`src/hdl/cls_pkg.sv`:
```
`timescale 1ns / 1ps
// Shared constants, entry layout and controller/datapath interface types of the sequencer.
package cls_pkg;

   localparam int PROGRAM_DEPTH = 64;
   localparam int LABEL_BITS    = 8;
   localparam int POS_W         = $clog2(PROGRAM_DEPTH);
   localparam int CNT_W         = $clog2(PROGRAM_DEPTH + 1);

   localparam int OP_W       = 3;
   localparam int KIND_W     = 3;
   localparam int TYPE_W     = 4;
   localparam int MOD_W      = 3;
   localparam int TOTAL_W    = 16;
   localparam int LABEL_W    = 8;
   localparam int POSITION_W = 6;
   localparam int LENGTH_W   = 7;

   localparam int REQ_DATA_W = 32;
   localparam int REQ_USER_W = OP_W + KIND_W;
   localparam int RSP_DATA_W = 40;
   localparam int RSP_USER_W = 4;

   localparam logic [OP_W-1:0] OP_BEGIN   = 3'd0;
   localparam logic [OP_W-1:0] OP_APPEND  = 3'd1;
   localparam logic [OP_W-1:0] OP_FINISH  = 3'd2;
   localparam logic [OP_W-1:0] OP_CLEAR   = 3'd3;
   localparam logic [OP_W-1:0] OP_ADVANCE = 3'd4;

   localparam logic [KIND_W-1:0] KIND_SIMPLE   = 3'd0;
   localparam logic [KIND_W-1:0] KIND_MODIFIED = 3'd1;
   localparam logic [KIND_W-1:0] KIND_REPEAT   = 3'd2;
   localparam logic [KIND_W-1:0] KIND_JUMP     = 3'd3;
   localparam logic [KIND_W-1:0] KIND_LABEL    = 3'd4;
   localparam logic [KIND_W-1:0] KIND_ERROR    = 3'd5;

   typedef struct packed {
      logic [KIND_W-1:0]     kind;
      logic [TYPE_W-1:0]     ctype;
      logic [MOD_W-1:0]      modifier;
      logic [TOTAL_W-1:0]    total;
      logic [LABEL_BITS-1:0] label;
   } entry_type;

   typedef enum logic [1:0] {
      POS_KEEP,
      POS_ZERO,
      POS_NEXT,
      POS_HIT
   } pos_sel_type;

   typedef enum logic [2:0] {
      REP_KEEP,
      REP_ZERO,
      REP_COUNT,
      REP_BASE,
      REP_BASE_DEC
   } rep_sel_type;

   typedef struct packed {
      logic        fault_clr;
      logic        fault_set;
      logic        cnt_zero;
      logic        cnt_inc;
      logic        mem_we;
      pos_sel_type pos_sel;
      rep_sel_type rep_sel;
      logic        rd_scan;
      logic        scan_load_zero;
      logic        scan_load_next;
      logic        scan_step;
      logic        tgt_load;
      logic        out_load;
   } cls_cmd_type;

   typedef struct packed {
      logic              cnt_zero;
      logic              cnt_full;
      logic              pos_oor;
      logic [KIND_W-1:0] rd_kind;
      logic              label_match;
      logic              base_zero;
      logic              scan_last;
      logic              out_free;
   } cls_status_type;

   // Repeat load value of an entry: extra runs of a repeat entry, zero otherwise.
   function automatic logic [TOTAL_W-1:0] count_of(entry_type e);
      logic [TOTAL_W-1:0] res;
      res = '0;
      if (e.kind == KIND_REPEAT && e.total != '0) begin
         res = e.total - TOTAL_W'(1);
      end
      return res;
   endfunction

endpackage

```
`src/hdl/cls_ctrl.sv`:
```
`timescale 1ns / 1ps
// Controller state machine: sequences each request through reads, scans and the result load.
module cls_ctrl (
   input  logic                       clock,
   input  logic                       reset,
   input  logic                       req_tvalid,
   output logic                       req_tready,
   input  logic [cls_pkg::OP_W-1:0]   req_op,
   input  cls_pkg::cls_status_type    status,
   output cls_pkg::cls_cmd_type       cmd
);
   import cls_pkg::*;

   typedef enum logic [3:0] {
      ST_IDLE,
      ST_LOAD_RD,
      ST_LOAD_USE,
      ST_ADV_RD,
      ST_ADV_USE,
      ST_SKIP_RD,
      ST_SKIP_USE,
      ST_SCAN_RD,
      ST_SCAN_USE,
      ST_FETCH,
      ST_DONE
   } state_type;

   state_type state_ff, state_in;
   logic      jump_mode_ff, jump_mode_in;
   logic      moved_ff, moved_in;
   logic      scan_hit;

   assign req_tready = (state_ff == ST_IDLE);
   assign scan_hit   = jump_mode_ff ? status.label_match : (status.rd_kind != KIND_LABEL);

   always_comb begin
      cmd          = '0;
      state_in     = state_ff;
      jump_mode_in = jump_mode_ff;
      moved_in     = moved_ff;
      case (state_ff)
         ST_IDLE: begin
            if (req_tvalid) begin
               cmd.fault_clr = 1'b1;
               state_in      = ST_FETCH;
               case (req_op)
                  OP_BEGIN: begin
                     cmd.cnt_zero = 1'b1;
                  end
                  OP_APPEND: begin
                     if (status.cnt_full) begin
                        cmd.fault_set = 1'b1;
                     end else begin
                        cmd.mem_we  = 1'b1;
                        cmd.cnt_inc = 1'b1;
                     end
                  end
                  OP_FINISH: begin
                     if (!status.cnt_zero) begin
                        if (status.pos_oor) begin
                           cmd.pos_sel   = POS_ZERO;
                           cmd.fault_set = 1'b1;
                        end
                        state_in = ST_LOAD_RD;
                     end
                  end
                  OP_CLEAR: begin
                     cmd.pos_sel  = POS_ZERO;
                     cmd.rep_sel  = REP_ZERO;
                     cmd.cnt_zero = 1'b1;
                  end
                  OP_ADVANCE: begin
                     if (!status.cnt_zero) begin
                        if (status.pos_oor) begin
                           cmd.pos_sel   = POS_ZERO;
                           cmd.fault_set = 1'b1;
                        end
                        state_in = ST_ADV_RD;
                     end
                  end
                  default: begin
                  end
               endcase
            end
         end
         ST_LOAD_RD: begin
            state_in = ST_LOAD_USE;
         end
         ST_LOAD_USE: begin
            cmd.rep_sel = REP_COUNT;
            state_in    = ST_DONE;
         end
         ST_ADV_RD: begin
            state_in = ST_ADV_USE;
         end
         ST_ADV_USE: begin
            moved_in = 1'b0;
            state_in = ST_SKIP_RD;
            case (status.rd_kind)
               KIND_JUMP: begin
                  cmd.rep_sel        = REP_BASE;
                  cmd.tgt_load       = 1'b1;
                  cmd.scan_load_zero = 1'b1;
                  jump_mode_in       = 1'b1;
                  state_in           = ST_SCAN_RD;
               end
               KIND_REPEAT: begin
                  if (status.base_zero) begin
                     cmd.pos_sel = POS_NEXT;
                     moved_in    = 1'b1;
                  end else begin
                     cmd.rep_sel = REP_BASE_DEC;
                  end
               end
               KIND_SIMPLE, KIND_MODIFIED: begin
                  cmd.pos_sel = POS_NEXT;
                  moved_in    = 1'b1;
               end
               default: begin
                  cmd.rep_sel = REP_BASE;
               end
            endcase
         end
         ST_SKIP_RD: begin
            state_in = ST_SKIP_USE;
         end
         ST_SKIP_USE: begin
            if (moved_ff) begin
               cmd.rep_sel = REP_COUNT;
            end
            if (status.rd_kind == KIND_LABEL) begin
               cmd.scan_load_next = 1'b1;
               jump_mode_in       = 1'b0;
               state_in           = ST_SCAN_RD;
            end else begin
               state_in = ST_DONE;
            end
         end
         ST_SCAN_RD: begin
            cmd.rd_scan   = 1'b1;
            cmd.scan_step = 1'b1;
            state_in      = ST_SCAN_USE;
         end
         ST_SCAN_USE: begin
            cmd.rd_scan = 1'b1;
            if (scan_hit) begin
               cmd.pos_sel = POS_HIT;
               if (jump_mode_ff) begin
                  moved_in = 1'b1;
                  state_in = ST_SKIP_RD;
               end else begin
                  cmd.rep_sel = REP_COUNT;
                  state_in    = ST_FETCH;
               end
            end else if (status.scan_last) begin
               cmd.fault_set = 1'b1;
               moved_in      = 1'b0;
               state_in      = jump_mode_ff ? ST_SKIP_RD : ST_FETCH;
            end else begin
               cmd.scan_step = 1'b1;
            end
         end
         ST_FETCH: begin
            state_in = ST_DONE;
         end
         ST_DONE: begin
            if (status.out_free) begin
               cmd.out_load = 1'b1;
               state_in     = ST_IDLE;
            end
         end
         default: begin
            state_in = ST_IDLE;
         end
      endcase
   end

   always_ff @(posedge clock) begin
      if (reset) begin
         state_ff     <= ST_IDLE;
         jump_mode_ff <= 1'b0;
         moved_ff     <= 1'b0;
      end else begin
         state_ff     <= state_in;
         jump_mode_ff <= jump_mode_in;
         moved_ff     <= moved_in;
      end
   end

endmodule

```
`src/hdl/cls_datapath.sv`:
```
`timescale 1ns / 1ps
// Datapath: program memory, position, count and repeat registers, scan logic and result register.
module cls_datapath (
   input  logic                          clock,
   input  logic                          reset,
   input  cls_pkg::cls_cmd_type          cmd,
   output cls_pkg::cls_status_type       status,
   input  logic [cls_pkg::KIND_W-1:0]    req_kind,
   input  logic [cls_pkg::TYPE_W-1:0]    req_cmd_type,
   input  logic [cls_pkg::MOD_W-1:0]     req_modifier,
   input  logic [cls_pkg::TOTAL_W-1:0]   req_repeat_total,
   input  logic [cls_pkg::LABEL_W-1:0]   req_label_id,
   input  logic                          rsp_tready,
   output logic                          rsp_tvalid,
   output logic [cls_pkg::POSITION_W-1:0] rsp_position,
   output logic [cls_pkg::LENGTH_W-1:0]  rsp_length,
   output logic [cls_pkg::TYPE_W-1:0]    rsp_cur_type,
   output logic [cls_pkg::MOD_W-1:0]     rsp_cur_modifier,
   output logic [cls_pkg::TOTAL_W-1:0]   rsp_repeats_left,
   output logic                          rsp_is_repeat,
   output logic                          rsp_is_empty,
   output logic                          rsp_bad_current,
   output logic                          rsp_fault
);
   import cls_pkg::*;

   entry_type             mem [PROGRAM_DEPTH];
   entry_type             mem_q_ff;
   logic [POS_W-1:0]      rd_idx_ff;
   logic [POS_W-1:0]      rd_addr;

   logic [POS_W-1:0]      pos_ff, pos_in;
   logic [CNT_W-1:0]      cnt_ff, cnt_in;
   logic [TOTAL_W-1:0]    rep_ff, rep_in;
   logic                  fault_ff, fault_in;
   logic [POS_W-1:0]      scan_ff, scan_in;
   logic [CNT_W-1:0]      n_ff, n_in;
   logic [LABEL_BITS-1:0] tgt_ff, tgt_in;
   logic                  rsp_valid_ff;

   entry_type             new_entry;
   logic [POS_W-1:0]      pos_next;
   logic [POS_W-1:0]      scan_next;
   logic [TOTAL_W-1:0]    base;
   logic                  cur_valid;
   logic [KIND_W-1:0]     cur_kind;

   // Saturate unknown kinds to error and keep only the matching label bits.
   always_comb begin
      new_entry.kind     = (req_kind > KIND_ERROR) ? KIND_ERROR : req_kind;
      new_entry.ctype    = req_cmd_type;
      new_entry.modifier = req_modifier;
      new_entry.total    = req_repeat_total;
      new_entry.label    = req_label_id[LABEL_BITS-1:0];
   end

   assign rd_addr   = cmd.rd_scan ? scan_ff : pos_ff;
   assign pos_next  = (CNT_W'(pos_ff) + CNT_W'(1) == cnt_ff) ? '0 : pos_ff + POS_W'(1);
   assign scan_next = (CNT_W'(scan_ff) + CNT_W'(1) == cnt_ff) ? '0 : scan_ff + POS_W'(1);
   // Right after a range fix the counter must come from entry zero.
   assign base      = fault_ff ? count_of(mem_q_ff) : rep_ff;

   always_comb begin
      status.cnt_zero    = (cnt_ff == '0);
      status.cnt_full    = (cnt_ff == CNT_W'(PROGRAM_DEPTH));
      status.pos_oor     = (CNT_W'(pos_ff) >= cnt_ff);
      status.rd_kind     = mem_q_ff.kind;
      status.label_match = (mem_q_ff.kind == KIND_LABEL) && (mem_q_ff.label == tgt_ff);
      status.base_zero   = (base == '0);
      status.scan_last   = (n_ff == cnt_ff);
      status.out_free    = !rsp_valid_ff || rsp_tready;
   end

   always_comb begin
      case (cmd.pos_sel)
         POS_KEEP: pos_in = pos_ff;
         POS_ZERO: pos_in = '0;
         POS_NEXT: pos_in = pos_next;
         POS_HIT:  pos_in = rd_idx_ff;
         default:  pos_in = pos_ff;
      endcase
      case (cmd.rep_sel)
         REP_KEEP:     rep_in = rep_ff;
         REP_ZERO:     rep_in = '0;
         REP_COUNT:    rep_in = count_of(mem_q_ff);
         REP_BASE:     rep_in = base;
         REP_BASE_DEC: rep_in = base - TOTAL_W'(1);
         default:      rep_in = rep_ff;
      endcase
      cnt_in = cnt_ff;
      if (cmd.cnt_zero) begin
         cnt_in = '0;
      end else if (cmd.cnt_inc) begin
         cnt_in = cnt_ff + CNT_W'(1);
      end
      fault_in = fault_ff;
      if (cmd.fault_set) begin
         fault_in = 1'b1;
      end else if (cmd.fault_clr) begin
         fault_in = 1'b0;
      end
      scan_in = scan_ff;
      n_in    = n_ff;
      if (cmd.scan_load_zero) begin
         scan_in = '0;
         n_in    = '0;
      end else if (cmd.scan_load_next) begin
         scan_in = pos_next;
         n_in    = '0;
      end else if (cmd.scan_step) begin
         scan_in = scan_next;
         n_in    = n_ff + CNT_W'(1);
      end
      tgt_in = cmd.tgt_load ? mem_q_ff.label : tgt_ff;
   end

   always_ff @(posedge clock) begin
      if (cmd.mem_we) begin
         mem[cnt_ff[POS_W-1:0]] <= new_entry;
      end
      mem_q_ff  <= mem[rd_addr];
      rd_idx_ff <= rd_addr;
   end

   always_ff @(posedge clock) begin
      if (reset) begin
         pos_ff       <= '0;
         cnt_ff       <= '0;
         rep_ff       <= '0;
         fault_ff     <= 1'b0;
         rsp_valid_ff <= 1'b0;
      end else begin
         pos_ff   <= pos_in;
         cnt_ff   <= cnt_in;
         rep_ff   <= rep_in;
         fault_ff <= fault_in;
         if (cmd.out_load) begin
            rsp_valid_ff <= 1'b1;
         end else if (rsp_tready) begin
            rsp_valid_ff <= 1'b0;
         end
      end
   end

   always_ff @(posedge clock) begin
      scan_ff <= scan_in;
      n_ff    <= n_in;
      tgt_ff  <= tgt_in;
   end

   assign cur_valid = !status.cnt_zero && !status.pos_oor;
   assign cur_kind  = mem_q_ff.kind;

   always_ff @(posedge clock) begin
      if (cmd.out_load) begin
         rsp_position     <= POSITION_W'(pos_ff);
         rsp_length       <= LENGTH_W'(cnt_ff);
         rsp_cur_type     <= (cur_valid && (cur_kind inside {KIND_SIMPLE, KIND_MODIFIED,
                              KIND_REPEAT})) ? mem_q_ff.ctype : '0;
         rsp_cur_modifier <= (cur_valid && (cur_kind inside {KIND_MODIFIED, KIND_REPEAT}))
                              ? mem_q_ff.modifier : '0;
         rsp_repeats_left <= rep_ff;
         rsp_is_repeat    <= cur_valid && (cur_kind == KIND_REPEAT);
         rsp_is_empty     <= status.cnt_zero;
         rsp_bad_current  <= !cur_valid || (cur_kind == KIND_ERROR);
         rsp_fault        <= fault_ff;
      end
   end

   assign rsp_tvalid = rsp_valid_ff;

`ifndef SYNTHESIS
   a_cnt_bound: assert property (@(posedge clock) disable iff (reset)
      cnt_ff <= CNT_W'(PROGRAM_DEPTH))
      else $error("entry count beyond program depth");

   a_append_count: assert property (@(posedge clock) disable iff (reset)
      cmd.mem_we |=> cnt_ff == $past(cnt_ff) + CNT_W'(1))
      else $error("append did not count up the entry count");

   a_load_free: assert property (@(posedge clock) disable iff (reset)
      cmd.out_load |-> (!rsp_valid_ff || rsp_tready))
      else $error("result overwritten before it was taken");

   a_hit_range: assert property (@(posedge clock) disable iff (reset)
      cmd.pos_sel == POS_HIT |-> CNT_W'(rd_idx_ff) < cnt_ff)
      else $error("scan hit outside the loaded program");
`endif

endmodule

```
`src/hdl/command_list_sequencer.sv`:
```
`timescale 1ns / 1ps
// Top level of the command list sequencer: stream ports, field packing, controller and datapath.
//
// Usage: every request on the req_ stream carries an op (begin load, append, finish load,
// clear, advance) and, for append, one program entry. Each request yields exactly one
// response on the rsp_ stream describing the current entry after the op: position,
// length, type, modifier, repeats left and the repeat/empty/bad/fault flags.
// Finish load on a loaded program reads the current entry to load the repeat counter;
// advance reads the current entry and may run a jump-target scan and a label-skip scan.
// A scan reads at most PROGRAM_DEPTH entries, one per cycle through the single read port
// of the program memory, and the two scans of one advance read at most 2*PROGRAM_DEPTH - 1
// entries together. One request is in work at a time; req_tready is high only while the
// sequencer is idle.
// Stall: the response sits in an output register; the next request is accepted while it
// waits, but that request's response holds until rsp_tready drains the register.
// Reset: synchronous, active high; position, entry count and repeat counter go to zero,
// no response is pending. The program memory is not cleared; only loaded entries are read.
module command_list_sequencer (
   input  logic                             clock,
   input  logic                             reset,
   input  logic                             req_tvalid,
   output logic                             req_tready,
   // cmd_type[3:0], modifier[6:4], repeat_total[22:7], label_id[30:23], zero pad
   input  logic [cls_pkg::REQ_DATA_W-1:0]   req_tdata,
   // op[2:0], kind[5:3]
   input  logic [cls_pkg::REQ_USER_W-1:0]   req_tuser,
   output logic                             rsp_tvalid,
   input  logic                             rsp_tready,
   // position[5:0], length[12:6], cur_type[16:13], cur_modifier[19:17],
   // repeats_left[35:20], zero pad
   output logic [cls_pkg::RSP_DATA_W-1:0]   rsp_tdata,
   // is_repeat[0], is_empty[1], bad_current[2], fault[3]
   output logic [cls_pkg::RSP_USER_W-1:0]   rsp_tuser
);
   import cls_pkg::*;

   cls_cmd_type            cmd;
   cls_status_type         status;

   // Unpacked request fields.
   logic [OP_W-1:0]        req_op;
   logic [KIND_W-1:0]      req_kind;
   logic [TYPE_W-1:0]      req_cmd_type;
   logic [MOD_W-1:0]       req_modifier;
   logic [TOTAL_W-1:0]     req_repeat_total;
   logic [LABEL_W-1:0]     req_label_id;

   // Response fields from the datapath's output register.
   logic [POSITION_W-1:0]  rsp_position;
   logic [LENGTH_W-1:0]    rsp_length;
   logic [TYPE_W-1:0]      rsp_cur_type;
   logic [MOD_W-1:0]       rsp_cur_modifier;
   logic [TOTAL_W-1:0]     rsp_repeats_left;
   logic                   rsp_is_repeat;
   logic                   rsp_is_empty;
   logic                   rsp_bad_current;
   logic                   rsp_fault;

   // Split the request: op and kind ride in tuser, the rest in tdata from bit 0 up.
   assign req_op           = req_tuser[OP_W-1:0];
   assign req_kind         = req_tuser[OP_W +: KIND_W];
   assign req_cmd_type     = req_tdata[0 +: TYPE_W];
   assign req_modifier     = req_tdata[TYPE_W +: MOD_W];
   assign req_repeat_total = req_tdata[TYPE_W + MOD_W +: TOTAL_W];
   assign req_label_id     = req_tdata[TYPE_W + MOD_W + TOTAL_W +: LABEL_W];

   // Sequence each request: decode the op, drive reads and scans, load the response.
   cls_ctrl u_ctrl (
      .clock      (clock),
      .reset      (reset),
      .req_tvalid (req_tvalid),
      .req_tready (req_tready),
      .req_op     (req_op),
      .status     (status),
      .cmd        (cmd)
   );

   // Hold the program and the sequencer state; build the response.
   cls_datapath u_datapath (
      .clock            (clock),
      .reset            (reset),
      .cmd              (cmd),
      .status           (status),
      .req_kind         (req_kind),
      .req_cmd_type     (req_cmd_type),
      .req_modifier     (req_modifier),
      .req_repeat_total (req_repeat_total),
      .req_label_id     (req_label_id),
      .rsp_tready       (rsp_tready),
      .rsp_tvalid       (rsp_tvalid),
      .rsp_position     (rsp_position),
      .rsp_length       (rsp_length),
      .rsp_cur_type     (rsp_cur_type),
      .rsp_cur_modifier (rsp_cur_modifier),
      .rsp_repeats_left (rsp_repeats_left),
      .rsp_is_repeat    (rsp_is_repeat),
      .rsp_is_empty     (rsp_is_empty),
      .rsp_bad_current  (rsp_bad_current),
      .rsp_fault        (rsp_fault)
   );

   // Pack the response, first field lowest, zero pad to whole bytes.
   assign rsp_tdata = RSP_DATA_W'({rsp_repeats_left, rsp_cur_modifier, rsp_cur_type,
                                   rsp_length, rsp_position});
   assign rsp_tuser = {rsp_fault, rsp_bad_current, rsp_is_empty, rsp_is_repeat};

endmodule
```
`config.mk`:
```
export PLATFORM = sky130hd
export DESIGN_NAME = command_list_sequencer
export DESIGN_NICKNAME = d
export VERILOG_FILES = /design/src/hdl/cls_pkg.sv /design/src/hdl/cls_ctrl.sv /design/src/hdl/cls_datapath.sv /design/src/hdl/command_list_sequencer.sv
export SDC_FILE = /design/constraint.sdc
export NUM_CORES = 2
export LEC_CHECK = 0
export ABC_AREA = 1
export ABC_CLOCK_PERIOD_IN_PS = 8310
export BUFFER_PORTS_ARGS = -buffer_cell sky130_fd_sc_hd__buf_4
export CAP_MARGIN = 20
export CORE_MARGIN = 1
export CORE_UTILIZATION = 55
export DETAILED_ROUTE_END_ITERATION = 7
export PLACE_DENSITY = 0.71
export REMOVE_ABC_BUFFERS = 1
export SLEW_MARGIN = 20
export SYNTH_ARGS = -nofsm -noshare
export SYNTH_HDL_FRONTEND = slang
export SYNTH_SLANG_ARGS = --single-unit
export TNS_END_PERCENT = 1
```
`constraint.sdc`:
```
create_clock -name clock -period 8.31 [get_ports clock]
set_input_delay 0.4155 -clock clock [delete_from_list [all_inputs] [get_ports clock]]
set_output_delay 0.4155 -clock clock [all_outputs]
set_load 0.05 [all_outputs]
```
### Word-level counts from Yosys, hierarchy flattened

Memories as Yosys holds them, arrays and structs flattened. A register that Yosys moved wholly into a read port is not among the register bits.
Cells that the tools add are included.
W data, S select, Z words.

* bits in writable memories: 2176
* memories kept: 1
* word-level logic and storage cells: 180
* register bits: 104

Memory list
* u_datapath.mem: words 64, bits a word 34, rd ports 1, clocked after memory_dff 1, write ports 1, RTL line cls_datapath.sv:27 `entry_type mem [PROGRAM_DEPTH];`

* eq/ne operators: 38
* muxes and demuxes: 73
* reduce and logical (&&, ||, !) cells: 37
* $add $sub $neg: 8
* magnitude comparators: 2

Operator list (count)
* $pmux W16 S4: 1
* $pmux W4 S10: 1
* $mux W16: 2
* $mux W4: 8
* $sub A16 B1 Y16 const B: 2
* $mux W1: 31
* $mux W6: 5
* $eq A7 B7 Y1: 3
* $eq A3 B2 Y1 const B: 6
* $pmux W6 S3: 1
* $eq A4 B3 Y1 const B: 4
* $logic_not A16 Y1: 1
* $reduce_bool A16 Y1: 1
* $pmux W3 S5: 1
* $add A6 B1 Y7 const B: 2
* $add A7 B1 Y7 const B: 2
* $mux W2: 7
* $reduce_or A2 Y1: 7
* $add A6 B1 Y6 const B: 2
* $eq A3 B3 Y1 const B: 4
* $eq A4 B4 Y1 const B: 3
* $pmux W1 S2: 6
* $reduce_bool A2 Y1: 6
* $mux W10: 1
* other kinds (29): 51

### Longest topological paths before layout

* depth after elaboration: 10
* gate-level depth with buffers: 20

### By module

From an unflattened synthesis, not the netlist that was laid out.

* cell total of the unflattened synthesis: 6893
* area total of the unflattened synthesis: 91629.1 um2

Modules (own cells, without submodules)
* cls_datapath: cells each 6759, times used 1, seq. area each 68465.7 um2, area each 90874.7 um2
* cls_ctrl: cells each 125, times used 1, seq. area each 120.1 um2, area each 690.7 um2
* command_list_sequencer: cells each 9, times used 1, seq. area each 0.0 um2, area each 63.8 um2

### Least setup slack after synthesis

OpenSTA, ideal clock, no wires.

* path kind: reg2reg
* from: register u_datapath.rsp_valid_ff (netlist: u_datapath.rsp_tvalid)
* to: register u_datapath.rsp_bad_current (enable)
* data arrival time: 4528 ps
* cell stages (with the launch flop): 4
* path buffers: 0
* library setup time: 541 ps
* setup slack: 3242 ps
* required time: 7769 ps
* period minus slack after synthesis: 5068 ps
* path through: dfxtp_1 > inv_1 > nor2_1 > nor4_1

RTL lines
* from (decl): RTL line cls_datapath.sv:39 `logic rsp_valid_ff;`
* from (signal assigned): RTL line cls_datapath.sv:131 `rsp_valid_ff <= 1'b0;`
* from (signal assigned): RTL line cls_datapath.sv:138 `rsp_valid_ff <= 1'b1;`
* from (signal assigned): RTL line cls_datapath.sv:140 `rsp_valid_ff <= 1'b0;`
* to (signal assigned): RTL line cls_datapath.sv:165 `rsp_bad_current <= !cur_valid || (cur_kind == KIND_ERROR);`
* to (decl): RTL line cls_datapath.sv:22 `output logic rsp_bad_current,`

### Worst setup path in the final report

* from: register u_ctrl.state_ff[2]
* to: register, netlist name u_datapath.mem_q_ff[2]

* cells in the longest elaborated chain, start to end: 4

RTL lines
* from (decl): RTL line cls_ctrl.sv:28 `state_type state_ff, state_in;`
* from (signal assigned): RTL line cls_ctrl.sv:184 `state_ff <= state_in;`
* $eq A4 B3 Y1 or $eq A4 B4 Y1 (tied branches): RTL line cls_ctrl.sv:41 `case (state_ff)`
* $reduce_or A2 Y1 (no line) *
* $mux W1 *: RTL line cls_ctrl.sv:41
* $mux W6 *: RTL line cls_datapath.sv:57 `assign rd_addr = cmd.rd_scan ? scan_ff : pos_ff;`

Every way passes the cells marked *; elsewhere a longest branch is shown, timed or not.
A chain may end at the register's enable or synchronous reset.

==> flow_results.org <==
** Outcome
- The flow ran to the end, and the final reports show no timing, DRC or antenna violations.

** Power and ir drop
- Total power divided by cell area :: 301 nW/um^2
- For this design the static power due to leakage is between 30 and 40 nW.
- Maximum vdd drop :: 0.281 mV
- The completed layout was analyzed and its total power is 0.0307 W.

** Placed design
- Total of buffers placed on input and output ports :: around 80
- Post-DP HPWL :: 117000 microns
- At the placement stage, the worst setup path has a slack of 3760 ps.
- Placed inst area :: 95300 sq um
- The congestion estimate from routability-driven global placement came to approximately 0.87.

** Worst setup path
- Data arrives at the worst endpoint at 5520 ps.
- The endpoint identified for the worst register-to-register timing path is u_datapath.mem_q_ff[2]$_DFF_P_.
- The worst setup path is captured at a flop.
- Critical path startpoint category :: flop
- The critical path in this run is classified as reg -> reg.
- Critical Path Fanout Max :: 66
- Traced cell by cell, the critical path runs through inv_1 -> nor2_1 -> nand3_2 -> nand2_2 -> nand2_2 -> o21ai_4 -> buf_4 -> buf_4 -> buf_4 -> o21ai_0 -> o221ai_1 -> nand3_1 -> nand3_1 -> nand3_1 -> nand2_1.
- The worst register-to-register path has a depth of 15.
- Launch instance of the worst register-to-register path :: u_ctrl.state_ff[2]$_SDFFE_PP0P_
- On the worst path, the slowest cell contributes a delay of 740 ps.
- Register-to-register path setup slack :: 3580 ps
- Master of the slowest instance on the critical path :: buf_4
- Cell class contributing the biggest share of worst-path delay :: buffers and inverters
- STA puts the critical path data required time at between 9000 and 10000 ps.
- Together, buffers and inverters on the worst path number 4.

** CTS
- TritonCTS built the clock tree.
- Maximum buffer depth of the clock tree :: 3
- Count of hold buffers inserted by post-cts repair :: 4
- Post-CTS timing repair inserted 0 buffers for setup.
- Buffer cell driving the clock tree root :: clkbuf_16
- The number of clock buffers added by TritonCTS is 217.
- CTS-repair resized insts :: 0
- Insertion delay of the later-clocked pin in the worst-skew pair :: 860 ps
- In this run the number of H-tree levels came out at 4.
- Sink Count :: about 2300
- Reg clk slew, reported paths :: 60 ps

** Cells and area
- Registers take 68600 sq um.
- Antenna Diode Count :: 0
- Relative to the synthesized area, the layout overhead comes to 10.1%.
- In the final design database the tool counted 6976 nets.
- Summing all non-filler instances in the final layout gives an area of 102000 sq um.
- Of the cells placed in the final design, the portion with a size suffix greater than 1 is 0.107.
- Summing all multi-input logic gate instances after layout gives approximately 22000 sq um.
- Fill cells in the final layout number 12179.

** Yosys
- Top cell type's share of synthesized area :: 0.721
- After synthesis, the netlist uses 53 different library cells.
- Count of flip-flops with a built-in enable after synthesis :: 2224
- For this run, the register share of the synthesized area comes to 0.740.
- After synthesis, the cell types taking the most area are edfxtp_1, o21ai_0, nor2_1, o211ai_1, o221ai_1.
- Of the total synthesized cell area, the portion taken by XOR and XNOR cells is 0.00321.
- In this run, synthesis produced a sequential element count of 2314.
- Combinational family with the most area after synthesis :: compound AO/OA/AOI/OAI gates
- Fraction of registers with async set or reset after synthesis :: 0
- In the synthesized netlist the dominant register cell turns out to be edfxtp_1.
- Synth warn :: 0
- The biggest area contributor in the post-synthesis netlist is edfxtp_1.
- Of the total synthesized cell area, the portion taken by full adders, half adders and majority gates is 0.00189.
- The commonest cells after synthesis are edfxtp_1, nor2_1, o21ai_0.
- Area of the mapped netlist :: 92600 sq um
- Average cell area after synthesis :: 13.2 sq um
- Instance count of the mapped netlist :: 6996
- The share of the synthesized area in compound gates (AO/OA/AOI/OAI) is 0.120.
- Among all cell types in the netlist, the one instantiated most often is edfxtp_1.
- The portion of synthesized area spent on multiplexers is 0.
- Of the total synthesized cell area, the portion taken by AND, OR, NAND and NOR gates is 0.103.

** STA
- Setup violations remaining at the end of the flow were counted as 0.
- RSZ-0062 raised after global routing :: no
- WHS :: 74.3 ps
- Subtracting the final worst setup slack from the clock period gives 4730 ps.
- Clock skew after layout :: 26.0 ps
- Sum of negative setup slack :: 0 ps
- Of the available clock period, the critical path in the final layout requires 0.569.
- The final number of max-transition violations is 0.
- Least-Margin Pin Slew :: 1110 ps
- After layout, the worst setup slack is 3580 ps.
- The hold violation total from the final report was 0.
- Max_slew headroom :: 0.258
- Upper clock frequency limit :: around 0.21 GHz

** Floorplanning
- Die area :: 170000 sq um
- The die is 412 microns wide.
- The die is 412 microns tall.
- Starting density of the core :: 0.554
- The total area inside the core boundary comes to ~170000 sq um.
- Number of cell rows :: 150
- Number of placed I/O pins :: 88

** Worst hold path
- The worst hold path terminates at u_datapath.mem[0][16]$_DFFE_PP_.
- Depth of the worst hold-timing path :: 1
- Hold crit path type :: in -> reg
- In this run the most critical hold path is launched from req_tdata[15].

** Route
- Drt drc :: 0
- For this block, the initial DRC count from the detailed router was 8164.
- Dividing the detail-routed via count by the number of cells gives 6.43.
- The first TritonRoute pass finished after 6 iterations.
- The count of nets left with antenna violations once routing finished came out at 0.
- Final routed wire length divided by cell count :: 26.3 microns
- Wirelength, routed :: about 240000 microns
- Via count :: between 50000 and 60000

** Global route
- Total congestion overflow :: 0
- Pin count of the biggest net entering global routing :: 207
- Wire length of the first global-routing pass :: 359000 microns
- The via count of the first global-routing pass was 57428.
- The number of antenna violations at the first check in global routing is 0.
- Across every metal layer, demand over resource in global routing totals 0.284.

** Job
- The tool flagged a number of max-cap violations equal to 0.
[how the worst max path moves through the flow]
stage / startpoint / endpoint / slack [ps] / cells past startpoint
2_1_floorplan: u_ctrl.state_ff[0]$_SDFFE_PP0P_ / u_datapath.mem_q_ff[12]$_DFF_P_ / -53580 / 11
3_3_place_gp: u_ctrl.state_ff[2]$_SDFFE_PP0P_ / u_datapath.mem_q_ff[28]$_DFF_P_ / 3740 / 16
3_5_place_dp: u_ctrl.state_ff[2]$_SDFFE_PP0P_ / u_datapath.mem_q_ff[28]$_DFF_P_ / 3760 / 16
4_1_cts: u_ctrl.state_ff[3]$_SDFFE_PP0P_ / u_datapath.mem_q_ff[2]$_DFF_P_ / 3700 / 15
5_1_grt: u_ctrl.state_ff[3]$_SDFFE_PP0P_ / u_datapath.mem_q_ff[2]$_DFF_P_ / 3460 / 15
6_report: u_ctrl.state_ff[2]$_SDFFE_PP0P_ / u_datapath.mem_q_ff[2]$_DFF_P_ / 3580 / 15
[layout make-up]
cell class | count | area share
Tap cell | 2204 | 0.0270
Timing Repair Buffer | 201 | 0.0164
Clock buffer | 266 | 0.0564
Clock inverter | 131 | 0.00910
Sequential cell | 2314 | 0.672
Multi-Input combinational cell | 4034 | 0.213
Inverter | 152 | 0.00595
[metal layers]
layer	routed length, microns	global-route usage
met1	94700	0.389
met2	114000	0.451
met3	25200	0.0472
met4	10500	0.125
met5	0	0
[flip-flops by register name (all words and copies together) (netlist names), 4 cells and up]
name                         flops
u_datapath.cnt_ff                7
u_datapath.scan_ff               6
u_ctrl.state_ff                  4
u_datapath.tgt_ff                8
u_datapath.rsp_cur_type          4
u_datapath.rd_idx_ff             6
u_datapath.rep_ff               16
u_datapath.mem_q_ff             31
u_datapath.pos_ff                6
u_datapath.rsp_length            7
u_datapath.n_ff                  7
u_datapath.rsp_repeats_left     16
u_datapath.rsp_position          6
u_datapath.mem                2176
[worst reg2reg max path, delay by kind of cell (launching register included)]
kind / cells / cell delay [ps]
compound gates: 3 / 590
simple gates: 8 / 1560
flops: 1 / 400
buf+inv: 4 / 2130
[stage by stage]
stage,instances,util
after CTS,9301,0.610
after global placement,8900,0.570
final,9302,0.610
after detailed placement,8900,0.570
after floorplan,6500,-
after global routing,9302,0.610
[layout by cell type (no fill, tap or decap), drive strengths merged, types with 3 or more instances in the layout]
master | Yosys | routed
buf | 247 | 197
nand3 | 430 | 430
inv | 148 | 153
xor2 | 29 | 29
a31oi | 8 | 8
o21ai | 926 | 926
nor2 | 1084 | 1084
o22ai | 115 | 115
clkbuf | 252 | 266
dlygate4sd3 | 0 | 4
conb | 1 | 4
nand3b | 38 | 38
nor3 | 73 | 73
nand4 | 25 | 25
xnor2 | 5 | 5
nand2 | 390 | 390
o21bai | 36 | 36
o211ai | 355 | 355
bufinv | 0 | 10
o221ai | 254 | 254
edfxtp | 2224 | 2224
or2 | 140 | 140
dfxtp | 90 | 90
a211oi | 3 | 3
ha | 14 | 14
clkinvlp | 0 | 10
a21oi | 84 | 84
nor4 | 6 | 6
clkinv | 4 | 110
[power by group]
part	internal, W	leakage [nW]	switching [W]	total (W)
clock	0.00521	3.28	0.00420	0.00941
sequential	0.0130	20.7	0.000184	0.0131
combinational	0.00241	8.39	0.00576	0.00817
total	0.0206	32.4	0.0102	0.0307
[cells by family (layout without fill, tap and decap cells)]
group / Yosys count / count (layout)
DFF: 2314 / 2314
and+or+nand+nor: 2189 / 2189
AOI/OAI and AO/OA: 1793 / 1793
buffers and inverters: 651 / 750
xor gates and xnor gates: 34 / 34
adders and majority gates: 14 / 14
other: 1 / 4
Note: power is estimated with default switching activity, not from simulation.
